<file path="src/rtl/core/fscan_pkg.sv">
package fscan_pkg;

   localparam int QueueDepth = 32;
   localparam int TrackBits  = 12;
   localparam int ArrivalBits = 32;

   typedef enum logic [1:0] {
      STATUS_OK      = 2'd0,
      STATUS_FULL    = 2'd1,
      STATUS_NOTHING = 2'd2
   } status_type;

   typedef enum logic [1:0] {
      ACTIVE_NONE = 2'd0,
      ACTIVE_A    = 2'd1,
      ACTIVE_B    = 2'd2
   } active_type;

   localparam logic REQ_ADD      = 1'b0;
   localparam logic REQ_DISPATCH = 1'b1;

endpackage

</file>
<file path="src/rtl/core/fscan_ram.sv">
module fscan_ram #(
   parameter int Width = 8,
   parameter int Depth = 32
) (
   input  logic                     clock,
   input  logic                     wr_en,
   input  logic [$clog2(Depth)-1:0] wr_addr,
   input  logic [Width-1:0]         wr_data,
   input  logic [$clog2(Depth)-1:0] rd_addr,
   output logic [Width-1:0]         rd_data
);

   logic [Width-1:0] mem [Depth];
   logic [Width-1:0] rd_data_ff;

   // write one word, read one word registered
   always_ff @(posedge clock) begin
      if (wr_en) begin
         mem[wr_addr] <= wr_data;
      end
      rd_data_ff <= mem[rd_addr];
   end

   assign rd_data = rd_data_ff;

endmodule

</file>
<file path="src/rtl/core/fscan_disk_request_scheduler.sv">
// FSCAN disk request scheduler. Issue a transaction by raising start while busy is low;
// req_type selects add (store track and arrival into the inactive queue, sorted by
// track) or dispatch (serve the nearest request in the sweep direction of the active
// queue). Exactly one result per transaction appears on the rsp_ ports for one cycle,
// marked by rsp_strobe, in the first cycle that busy is low again; the receiver cannot
// stall it. Each queue sits in its own RAM with one write port and one registered read
// port, and the logic walks it one entry at a time. A dispatch scans every entry and
// then shifts the tail down over the removed one. A full add or a dispatch with both
// queues empty goes straight to the done state.
// csr_ writes load the start head track and the head at once.
module fscan_disk_request_scheduler #(
   parameter int QUEUE_DEPTH = fscan_pkg::QueueDepth,
   parameter int TRACK_BITS  = fscan_pkg::TrackBits
) (
   input  logic                    clock,
   input  logic                    reset,
   input  logic                    start,
   output logic                    busy,
   input  logic                    req_type,
   input  logic [TRACK_BITS-1:0]   req_track,
   input  logic [31:0]             arrival_time,
   output logic                    rsp_strobe,
   output logic [1:0]              rsp_status,
   output logic                    rsp_out_valid,
   output logic [TRACK_BITS-1:0]   rsp_out_track,
   output logic [31:0]             rsp_out_arrival,
   output logic                    rsp_all_empty,
   input  logic                    csr_valid,
   output logic                    csr_ready,
   input  logic [TRACK_BITS-1:0]   csr_data
);

   localparam int AW = $clog2(QUEUE_DEPTH);
   localparam int CW = $clog2(QUEUE_DEPTH + 1);
   localparam int EW = TRACK_BITS + 32;

   typedef enum logic [7:0] {
      ST_IDLE   = 8'b00000001,
      ST_SCAN   = 8'b00000010, // read entry
      ST_SCANW  = 8'b00000100, // compare the read entry
      ST_SHIFT  = 8'b00001000, // read entry to move
      ST_SHIFTW = 8'b00010000, // write moved entry
      ST_PICK   = 8'b00100000, // choose direction and selected entry
      ST_PICKW  = 8'b01000000,
      ST_DONE   = 8'b10000000
   } state_type;

   state_type state_ff, state_in;

   logic [CW-1:0] cnt_ff [2];
   logic [CW-1:0] cnt_in [2];
   fscan_pkg::active_type active_ff, active_in;
   logic down_ff, down_in;
   logic [TRACK_BITS-1:0] head_ff, head_in;
   logic op_ff, op_in;
   logic q_ff, q_in;
   logic [TRACK_BITS-1:0] trk_ff, trk_in;
   logic [31:0] arr_ff, arr_in;
   logic [CW-1:0] idx_ff, idx_in;      // scan / shift position
   logic [CW-1:0] lo_ff, lo_in;        // best candidate index
   logic found_ff, found_in;
   logic [TRACK_BITS-1:0] best_ff, best_in;
   logic [1:0] st_ff, st_in;
   logic ov_ff, ov_in;
   logic [TRACK_BITS-1:0] otrk_ff, otrk_in;
   logic [31:0] oarr_ff, oarr_in;
   logic strobe_ff, strobe_in;

   logic [EW-1:0] wr_data, rd_data [2];
   logic [AW-1:0] wr_addr, rd_addr;
   logic          wr_en [2];
   logic          wr_go;

   for (genvar g = 0; g < 2; g++) begin : g_queue
      fscan_ram #(.Width(EW), .Depth(QUEUE_DEPTH)) u_ram (
         .clock   (clock),
         .wr_en   (wr_en[g]),
         .wr_addr (wr_addr),
         .wr_data (wr_data),
         .rd_addr (rd_addr),
         .rd_data (rd_data[g])
      );
      assign wr_en[g] = wr_go && (q_ff == 1'(g));
   end

   logic [EW-1:0] rd_q;
   logic [TRACK_BITS-1:0] rd_trk;
   assign rd_q   = rd_data[q_ff];
   assign rd_trk = rd_q[EW-1:32];

   logic [CW-1:0] n_cur;
   assign n_cur = cnt_ff[q_ff];

   assign busy      = (state_ff != ST_IDLE);
   assign csr_ready = (state_ff == ST_IDLE) && !start;

   // sequence one transaction
   always_comb begin
      state_in  = state_ff;
      cnt_in    = cnt_ff;
      active_in = active_ff;
      down_in   = down_ff;
      head_in   = head_ff;
      op_in     = op_ff;
      q_in      = q_ff;
      trk_in    = trk_ff;
      arr_in    = arr_ff;
      idx_in    = idx_ff;
      lo_in     = lo_ff;
      found_in  = found_ff;
      best_in   = best_ff;
      st_in     = st_ff;
      ov_in     = ov_ff;
      otrk_in   = otrk_ff;
      oarr_in   = oarr_ff;
      strobe_in = 1'b0;
      wr_go     = 1'b0;
      wr_addr   = idx_ff[AW-1:0];
      wr_data   = {trk_ff, arr_ff};
      rd_addr   = idx_ff[AW-1:0];
      case (state_ff)
         ST_IDLE: begin
            if (csr_valid && csr_ready) begin
               head_in = csr_data;
            end
            if (start) begin
               op_in  = req_type;
               trk_in = req_track;
               arr_in = arrival_time;
               st_in  = fscan_pkg::STATUS_OK;
               ov_in  = 1'b0;
               otrk_in = '0;
               oarr_in = '0;
               idx_in  = '0;
               found_in = 1'b0;
               if (req_type == fscan_pkg::REQ_ADD) begin
                  q_in = (active_ff == fscan_pkg::ACTIVE_A);
                  if (cnt_ff[active_ff == fscan_pkg::ACTIVE_A] == CW'(QUEUE_DEPTH)) begin
                     st_in    = fscan_pkg::STATUS_FULL;
                     state_in = ST_DONE;
                  end else begin
                     // find insert point: scan from the top downward
                     idx_in   = cnt_ff[active_ff == fscan_pkg::ACTIVE_A];
                     state_in = ST_SCAN;
                  end
               end else if (cnt_ff[0] == '0 && cnt_ff[1] == '0) begin
                  st_in    = fscan_pkg::STATUS_NOTHING;
                  state_in = ST_DONE;
               end else begin
                  q_in = (active_ff == fscan_pkg::ACTIVE_B);
                  if (cnt_ff[active_ff == fscan_pkg::ACTIVE_B] == '0) begin
                     q_in      = !(active_ff == fscan_pkg::ACTIVE_B);
                     active_in = (active_ff == fscan_pkg::ACTIVE_B) ?
                                 fscan_pkg::ACTIVE_A : fscan_pkg::ACTIVE_B;
                     down_in   = 1'b0;
                  end
                  state_in = ST_SCAN;
               end
            end
         end
         ST_SCAN: begin
            // add: shift-insert walks down from count; dispatch: scan up from 0
            if (op_ff == fscan_pkg::REQ_ADD) begin
               if (idx_ff == '0) begin
                  state_in = ST_PICKW;
               end else begin
                  rd_addr  = AW'(idx_ff - 1'b1);
                  state_in = ST_SCANW;
               end
            end else begin
               if (idx_ff == n_cur) begin
                  state_in = ST_PICK;
               end else begin
                  state_in = ST_SCANW;
               end
            end
         end
         ST_SCANW: begin
            if (op_ff == fscan_pkg::REQ_ADD) begin
               if (rd_trk > trk_ff) begin
                  // move entry up one slot
                  wr_go   = 1'b1;
                  wr_data = rd_q;
                  idx_in  = idx_ff - 1'b1;
                  state_in = ST_SCAN;
               end else begin
                  state_in = ST_PICKW;
               end
            end else begin
               // track upward and downward candidates together
               if (!found_ff) begin
                  found_in = 1'b1;
                  best_in  = rd_trk;
                  lo_in    = idx_ff;
               end
               idx_in   = idx_ff + 1'b1;
               state_in = ST_SCAN;
               if (found_ff) begin
                  best_in = best_ff;
               end
               // remember smallest >= head (first index) in otrk_ff/oarr_ff,
               // largest <= head (first of its group) in lo_ff path below
               if (rd_trk >= head_ff && !ov_ff) begin
                  ov_in  = 1'b1;
                  otrk_in = rd_trk;
                  oarr_in = {{(32-CW){1'b0}}, idx_ff};
               end
               if (rd_trk <= head_ff && (!found_ff || rd_trk != best_ff)) begin
                  best_in = rd_trk;
                  lo_in   = idx_ff;
               end else if (!found_ff) begin
                  best_in = rd_trk;
                  lo_in   = idx_ff;
               end
            end
         end
         ST_PICK: begin
            // decide direction and selected index
            found_in = 1'b0;
            if (!down_ff) begin
               if (!ov_ff) begin
                  down_in = 1'b1;
                  idx_in  = lo_ff;
                  head_in = best_ff;
               end else begin
                  idx_in  = oarr_ff[CW-1:0];
                  head_in = otrk_ff;
               end
            end else begin
               if (best_ff > head_ff) begin
                  down_in = 1'b0;
                  idx_in  = oarr_ff[CW-1:0];
                  head_in = otrk_ff;
               end else begin
                  idx_in  = lo_ff;
                  head_in = best_ff;
               end
            end
            ov_in   = 1'b0;
            state_in = ST_SHIFT;
         end
         ST_SHIFT: begin
            rd_addr = idx_ff[AW-1:0];
            state_in = ST_SHIFTW;
         end
         ST_SHIFTW: begin
            if (!found_ff) begin
               found_in = 1'b1;
               ov_in    = 1'b1;
               otrk_in  = rd_trk;
               oarr_in  = rd_q[31:0];
            end
            if (found_ff) begin
               wr_go   = 1'b1;
               wr_addr = AW'(idx_ff - 1'b1);
               wr_data = rd_q;
            end
            if (idx_ff + 1'b1 >= n_cur) begin
               cnt_in[q_ff] = n_cur - 1'b1;
               state_in = ST_DONE;
            end else begin
               idx_in   = idx_ff + 1'b1;
               state_in = ST_SHIFT;
            end
         end
         ST_PICKW: begin
            // place the new entry at the insert point
            wr_go   = 1'b1;
            wr_addr = idx_ff[AW-1:0];
            cnt_in[q_ff] = n_cur + 1'b1;
            if (active_ff == fscan_pkg::ACTIVE_NONE) begin
               active_in = fscan_pkg::ACTIVE_A;
            end
            state_in = ST_DONE;
         end
         ST_DONE: begin
            strobe_in = 1'b1;
            state_in  = ST_IDLE;
         end
         default: state_in = ST_IDLE;
      endcase
   end

   always_ff @(posedge clock) begin
      if (reset) begin
         state_ff  <= ST_IDLE;
         cnt_ff[0] <= '0;
         cnt_ff[1] <= '0;
         active_ff <= fscan_pkg::ACTIVE_NONE;
         down_ff   <= 1'b0;
         head_ff   <= '0;
         strobe_ff <= 1'b0;
         found_ff  <= 1'b0;
         ov_ff     <= 1'b0;
      end else begin
         state_ff  <= state_in;
         cnt_ff    <= cnt_in;
         active_ff <= active_in;
         down_ff   <= down_in;
         head_ff   <= head_in;
         strobe_ff <= strobe_in;
         found_ff  <= found_in;
         ov_ff     <= ov_in;
      end
      op_ff   <= op_in;
      q_ff    <= q_in;
      trk_ff  <= trk_in;
      arr_ff  <= arr_in;
      idx_ff  <= idx_in;
      lo_ff   <= lo_in;
      best_ff <= best_in;
      st_ff   <= st_in;
      otrk_ff <= otrk_in;
      oarr_ff <= oarr_in;
   end

   // result is valid on the strobe cycle and stays until the next start
   assign rsp_strobe      = strobe_ff;
   assign rsp_status      = st_ff;
   assign rsp_out_valid   = (st_ff == fscan_pkg::STATUS_OK) && (op_ff == fscan_pkg::REQ_DISPATCH);
   assign rsp_out_track   = rsp_out_valid ? otrk_ff : '0;
   assign rsp_out_arrival = rsp_out_valid ? oarr_ff : '0;
   assign rsp_all_empty   = (cnt_ff[0] == '0) && (cnt_ff[1] == '0);

   // start is accepted only while idle; also strobe never while busy and counts within depth
   a_busy_strobe: assert property (@(posedge clock) disable iff (reset)
      rsp_strobe |-> busy == 1'b0) else $error("strobe while busy");
   a_count_range: assert property (@(posedge clock) disable iff (reset)
      cnt_ff[0] <= CW'(QUEUE_DEPTH) && cnt_ff[1] <= CW'(QUEUE_DEPTH))
      else $error("count overflow");
   a_start_busy: assert property (@(posedge clock) disable iff (reset)
      (start && !busy) |=> busy) else $error("accept not taken");

endmodule

</file>
<file path="config.mk">
export PLATFORM = sky130hd
export DESIGN_NAME = fscan_disk_request_scheduler
export DESIGN_NICKNAME = d
export VERILOG_FILES = /design/src/rtl/core/fscan_pkg.sv /design/src/rtl/core/fscan_ram.sv /design/src/rtl/core/fscan_disk_request_scheduler.sv
export SDC_FILE = /design/constraint.sdc
export NUM_CORES = 2
export LEC_CHECK = 0
export BUFFER_PORTS_ARGS = -buffer_cell sky130_fd_sc_hd__buf_2
export CAP_MARGIN = 0
export CORE_UTILIZATION = 45
export CTS_CLUSTER_DIAMETER = 200
export DETAILED_ROUTE_END_ITERATION = 12
export GPL_ROUTABILITY_DRIVEN = 0
export PLACE_DENSITY = 0.67
export SYNTH_ARGS = -nofsm -noshare
export SYNTH_HDL_FRONTEND = slang
export SYNTH_SLANG_ARGS = --single-unit
</file>
<file path="constraint.sdc">
create_clock -name clock -period 7.8 [get_ports clock]
set_input_delay 1.56 -clock clock [delete_from_list [all_inputs] [get_ports clock]]
set_output_delay 1.56 -clock clock [all_outputs]
set_load 0.005 [all_outputs]
</file>
# Word level (Yosys, flattened, before mapping)
# Memories as Yosys holds them, arrays and structs flattened. A register that Yosys moved wholly into a read port is not among the register bits.
# Cells that the tools add are included.
[op_classes] bitwise=4 n_lt_le_gt_ge=9 shifts=0 mul=0 n_mux=105 add_sub_neg=4 reduce_logical=36 div=0 n_eq_ne=28
[ops] op="2-to-1 mux 44 bit" n=6
[ops] op="2-to-1 mux 32 bit" n=5
[ops] op="2-to-1 mux 12 bit" n=11
[ops] op="2-to-1 mux 6 bit" n=22
[ops] op="one-hot mux 32 bit (3 select lines)" n=1
[ops] op="one-hot mux 44 bit (2 select lines)" n=1
[ops] op="2-to-1 mux 8 bit" n=7
[ops] op="one-hot mux 8 bit (7 select lines)" n=1
[ops] op="one-hot mux 12 bit (2 select lines)" n=2
[ops] op="one-hot mux 12 bit (3 select lines)" n=1
[ops] op="2-to-1 mux 5 bit" n=5
[ops] op="bitwise mux 12 bit" n=2
[ops] op="> comparator 12 bit" n=2
[ops] op="logical NOT 6 bit" n=4
[ops] op="2-to-1 mux 1 bit" n=24
[ops] op="one-hot mux 6 bit (4 select lines)" n=1
[ops] op="inequality test 2 bit (second input constant)" n=10
[ops] op="2-to-1 mux 2 bit" n=8
[ops] op="AND reduction 5 bit" n=3
[ops] op="2-to-1 mux 7 bit" n=2
[ops] op="adder 6 x 1 -> 6 bit (second input constant)" n=2
[ops] op=">= comparator 12 bit" n=1
[ops] op="<= comparator 12 bit" n=1
[ops] op="inequality test 12 bit" n=1
[ops] op="other kinds (37)" n=63
[word_totals] regBits=154 mem_count=2 romBits=0 in_bits=61 wordCells=207 latch_bits=0 ramBits=2816 out_inout_bits=51
[memory_table] name="g_queue[0].u_ram.mem" depth=32 width=44 read_ports=1 rd_clocked_by_memory_dff=1 wr=1 line="fscan_ram.sv:13" rtl="logic [Width-1:0] mem [Depth];"
[memory_table] name="g_queue[1].u_ram.mem" depth=32 width=44 read_ports=1 rd_clocked_by_memory_dff=1 wr=1 line="fscan_ram.sv:13"

# Logic depth before layout (Yosys ltp)
[logic_depth] ltp_word=11 ltp_mapped=17 depth_no_buf=11

# Hierarchy
# A second synthesis with hierarchy kept.
[hier_totals] hier_cells=7071 area_unflattened_um2=120732.0
[modules_own_cells] mod="fscan_ram (g_queue[1].u_ram)" area_each_um2=55548.3 n_inst=1 cells_per_inst=3090 seq_area_each_um2=43161.4
[modules_own_cells] mod="fscan_ram (g_queue[0].u_ram)" area_each_um2=55532.0 n_inst=1 cells_per_inst=3090 seq_area_each_um2=43161.4
[modules_own_cells] mod="fscan_disk_request_scheduler" area_each_um2=9651.8 n_inst=1 cells_per_inst=891 seq_area_each_um2=4244.1

# Worst setup path before layout
# Ideal clock, no wire load.
[synth_timing] path_type="register to register" startpoint="register q_ff" endpoint="memory g_queue[0].u_ram.mem[11][0] (netlist bit) (enable)" n_path_buf=5 t_arrival_ps=7704 synth_period_minus_slack_ps=8259 setup_slack_ps=-459 setup_time_ps=555 required_time_ps=7245 stages_incl_launch_ff=17 cell_sequence="edfxtp_1 -> clkbuf_1 -> buf_2 -> clkbuf_1 -> mux2i_1 -> inv_1 -> ha_1 -> and3_1 -> nand3_1 -> nor3_1 -> a21oi_1 -> o311ai_0 -> a21oi_1 -> nor2b_1 -> clkbuf_1 -> buf_1 -> nor4_1"
[synth_via] elab_chain_len=11 elab_cells_between_ends=12 classes_between="order compare: 1; mux: 8; bitwise: 2; reduce/logical: 1"
[synth_rtl] element="start: declaration" line="fscan_disk_request_scheduler.sv:56" rtl="logic q_ff, q_in;"
[synth_rtl] element="start signal: assignment" line="fscan_disk_request_scheduler.sv:306" rtl="q_ff <= q_in;"
[synth_rtl] element="NOT 1 -> 2 bit (implied by the code)" line="fscan_disk_request_scheduler.sv:88" rtl="assign rd_q = rd_data[q_ff];"
[synth_rtl] element="2-to-1 mux 44 bit (implied by the code) (3 in a row)" line="fscan_disk_request_scheduler.sv:88"
[synth_rtl] element="named net rd_q[39]" line="fscan_disk_request_scheduler.sv:86" rtl="logic [EW-1:0] rd_q;"
[synth_rtl] element="> comparator 12 bit" line="fscan_disk_request_scheduler.sv:180" rtl="if (rd_trk > trk_ff) begin"
[synth_rtl] element="2-to-1 mux 1 bit" line="fscan_disk_request_scheduler.sv:180"
[synth_rtl] element="2-to-1 mux 1 bit" line="fscan_disk_request_scheduler.sv:179" rtl="if (op_ff == fscan_pkg::REQ_ADD) begin"
[synth_rtl] element="one-hot mux 1 bit (3 select lines)" line="fscan_disk_request_scheduler.sv:121" rtl="case (state_ff)"
[synth_rtl] element="logical AND 1 bit" line="fscan_disk_request_scheduler.sv:83" rtl="assign wr_en[g] = wr_go && (q_ff == 1'(g));"
[synth_rtl] element="2-to-1 mux 1 bit" line="fscan_ram.sv:18" rtl="if (wr_en) begin"
[synth_rtl] element="2-to-1 mux 1 bit (implied by the code)" line="fscan_ram.sv:19" rtl="mem[wr_addr] <= wr_data;"
[synth_rtl] element="end: declaration" line="fscan_ram.sv:13"
# The timed path passes the listed nets, and every way through them passes these cells. The select of a mux whose other input is x is not followed.

# Worst setup path in the final report
[layout_timing] startpoint="register q_ff" endpoint="memory g_queue[0].u_ram.mem[27][25] (netlist bit) (enable)"
# Same word-level chain as after synthesis.

==> summary.md <==
| Metric | Value |
|---|---|
| Yosys cell types | `70` |
| Hold_buf cts | `0` |
| Post-place setup slack | `2.15 ns` |
| H-tree depth | `5` |
| Remaining antenna violation count | `0` |
| Cell mode on critical path | `buf_4` |
| CTS Buf Count | `roughly 320` |
| Top-level I/O count | `roughly 110` |
| DRT Pass-1 Iters | `10` |
| Detailed Route WL | `362 mm` |
| Reg power frac | `roughly 43%` |
| Comb pwr share | `~25%` |
| DR vias/cell | `6.39` |
| Global-route wire length before repair | `roughly 520 mm` |
| Worst-path cell chain | `buf_4, mux2i_1, inv_1, ha_1, a21o_1, a21o_1, a21oi_1, nor2b_1, o311ai_0, a21oi_4, nor2b_4, buf_4, nor3_2, buf_4` |
| Largest net degree at the start of global routing | `165` |
| Highest-count cells in the layout ignoring fill and taps | `edfxtp_1, nand2_1, mux2i_1` |
| Slew @ Worst Pin | `~1.3 ns` |
| Status | `finished clean` |
| GR Overflow Total | `0` |
| PortBufs | `111` |
| Synth async-reset ratio | `0%` |
| DR vias | `between 70000 and 80000` |
| Seq/Total Area, Yosys | `between 70 and 80%` |
| Maximum vdd drop | `~300 uV` |
| CP max stage delay | `roughly 0.92 ns` |
| Sw Ratio | `between 30% and 40%` |
| Die area | `275000 sq um` |
| DP HPWL | `209 mm` |
| Synth Instances | `between 8000 and 9000` |
| Critical Path RT | `roughly 8.4 ns` |
| Fmax | `between 150 and 200 MHz` |
| Min cycle time layout | `between 5 and 6 ns` |
| WL/cell | `around 30 um` |
| Area Growth Syn to Fin | `13.0%` |
| CP Launch Type | `register` |
| Crit. End Element | `register` |
| Top delay family on crit path | `buffers and inverters` |
| Final hold violation count | `0` |
| Worst clock skew | `0.0596 ns` |
| Arrival time at the worst endpoint | `around 6.3 ns` |
| Pwr Density | `332 nW/um^2` |
| Finish-stage setup viols | `0` |
| Initial antenna violation count | `11` |
| PnR worst setup slack | `between 2 and 2.5 ns` |
| # rows | `191` |
| Vias in the first global route | `about 75000` |
| Yosys reg bits | `around 3100` |
| Internal | `slightly above 30 mW` |
| Worst skew pair latency | `0.95 ns` |
| Die X-Extent | `~520 um` |
| Top FF cell, synth | `edfxtp_1` |
| Syn_area_per_cell | `roughly 15 sq um` |
| Final Power | `~46 mW` |
| Total GRT Usage | `25.9%` |
| Period utilization | `73.6%` |
| Commonest non-fill, non-tap cell in the layout | `edfxtp_1` |
| Layout cell share with drive strength beyond 1 | `about 14%` |
| Slowest-stage cell, CP | `nor2b_4` |
| Max Slew Vio Count | `0` |
| Clock Tree Root | `clkbuf_16` |
| Chip height | `approximately 520 um` |
| Final net count | `around 8300` |
| Post-CTS sizing | `0` |
| Core ar. | `271000 sq um` |
| CTS clock-pin slew for the worst setup and hold paths | `roughly 0.060 ns` |
| CTS sink cnt | `roughly 3100` |
| Synthesized area | `~120000 sq um` |
| Net Sw Power | `about 15 mW` |
| CTS tree | `yes` |
| Starting Density | `between 40% and 50%` |
| RSZ-0062 raised after global routing | `no` |
| Leak | `between 40 and 50 nW` |
| Worst slew margin | `between 10% and 20%` |
| Crit Path Category | `reg -> reg` |
| Critical path buffers and inverters | `4` |
| Worst hold path class | `reg -> reg` |
| DR DRC count | `0` |
| Syn. warnings | `0` |
| Worst-case clock buffer depth | `4` |
| Critical Path Fanout Max | `44` |
| Post-synth EDFFs | `around 3000` |
| Final core occ | `51.2%` |
| Clock power frac | `a little under a third` |
| Drt initial violations | `between 10000 and 15000` |
| Postcts setup bufs | `0` |
| Max Cap Viol | `0` |
| Synth Net Count | `8152` |
==> cell type report <==
class | count | area (sq um)
repair buffers | 407 | 3140
clock inverters | 137 | 1290
flip-flops and latches | 3058 | 90600
diodes | 11 | 27.5
inverters | 52 | 195
multi-input cells | 4335 | 30400
well taps | 3570 | 4470
fillers | 21800 | 132000
clock buffers | 421 | 8630
==> cells in the mapped netlist (all sizes together), types with 96 or more instances <==
cell | number | area [sq um]
a31oi | 181 | 1130
a22oi | 279 | 2100
a21oi | 242 | 1220
o211ai | 177 | 1330
nand2 | 1188 | 4460
nor2 | 122 | 458
nand3 | 365 | 1830
mux2i | 527 | 5280
dfxtp | 126 | 2520
and3 | 96 | 601
edfxtp | 2932 | 88000
clkbuf | 400 | 1500
buf | 200 | 1220
nand4 | 100 | 641
==> sequential cells by signal (all words and copies together) (netlist names), 6 cells and up <==
signal	flops
arr_ff	32
best_ff	12
cnt_ff	12
g_queue.u_ram.mem	2816
g_queue.u_ram.rd_data	88
head_ff	12
idx_ff	6
lo_ff	6
oarr_ff	32
otrk_ff	12
state_ff	8
trk_ff	12
==> power groups by stage <==
stage          Clock, mW  Sequential (mW)  Combinational, mW
2_1_floorplan          0             19.4               6.98
6_report            14.7             19.6               11.7
4_1_cts             14.8             19.6               11.5
3_5_place_dp           0             19.9               11.4
5_1_grt             15.4             19.6               12.2
3_3_place_gp           0             19.9               11.3
==> kinds of logic after synthesis <==
| kind of cell | Yosys count | share of synthesized area [%] |
|---|---|---|
| flops | 3058 | 73.8 |
| simple gates | 2053 | 7.44 |
| fa+ha+maj | 46 | 0.469 |
| mux | 703 | 6.72 |
| buf+inv | 652 | 2.37 |
| xor+xnor | 33 | 0.241 |
| compound gates | 1500 | 9.00 |
==> layer usage <==
metal	vias to the layer above	GRT usage (%)	part of all wire, %
met5	-	0	0.0036
met3	745	6.54	12
met2	4654	40.6	46
met4	2	8.96	3.4
met1	39100	35.2	39
li1	32100	-	-
==> stage by stage <==
step	cell area [sq um]	TNS, ns	cells	hold WS, ns
2_1_floorplan	123000	-723.26	8045	0.421
3_3_place_gp	129000	0	11400	0.510
3_5_place_dp	129000	0	11400	0.521
4_1_cts	139000	0	12000	0.530
5_1_grt	139000	0	12000	0.553
6_report	139000	0	12000	0.531
==> worst reg2reg max path: stages (launching register included) <==
cell and delay, ns:
edfxtp_1 0.61, buf_4 0.40, mux2i_1 0.54, inv_1 0.18
ha_1 0.35, a21o_1 0.17, a21o_1 0.17, a21oi_1 0.13
nor2b_1 0.09, o311ai_0 0.57, a21oi_4 0.19, nor2b_4 0.93
buf_4 0.47, nor3_2 0.09, buf_4 0.41
==> worst paths after layout <==
path	from	endpoint	slack, ns	cells past startpoint
hold reg to reg	found_ff	found_ff	0.53	2
setup / recovery	q_ff	g_queue[0].u_ram.mem[27][25]	2.06	14
hold / removal	found_ff	found_ff	0.53	2
setup reg to reg	q_ff	g_queue[0].u_ram.mem[27][25]	2.06	14
No activity file was read; power rests on OpenSTA's default activity.
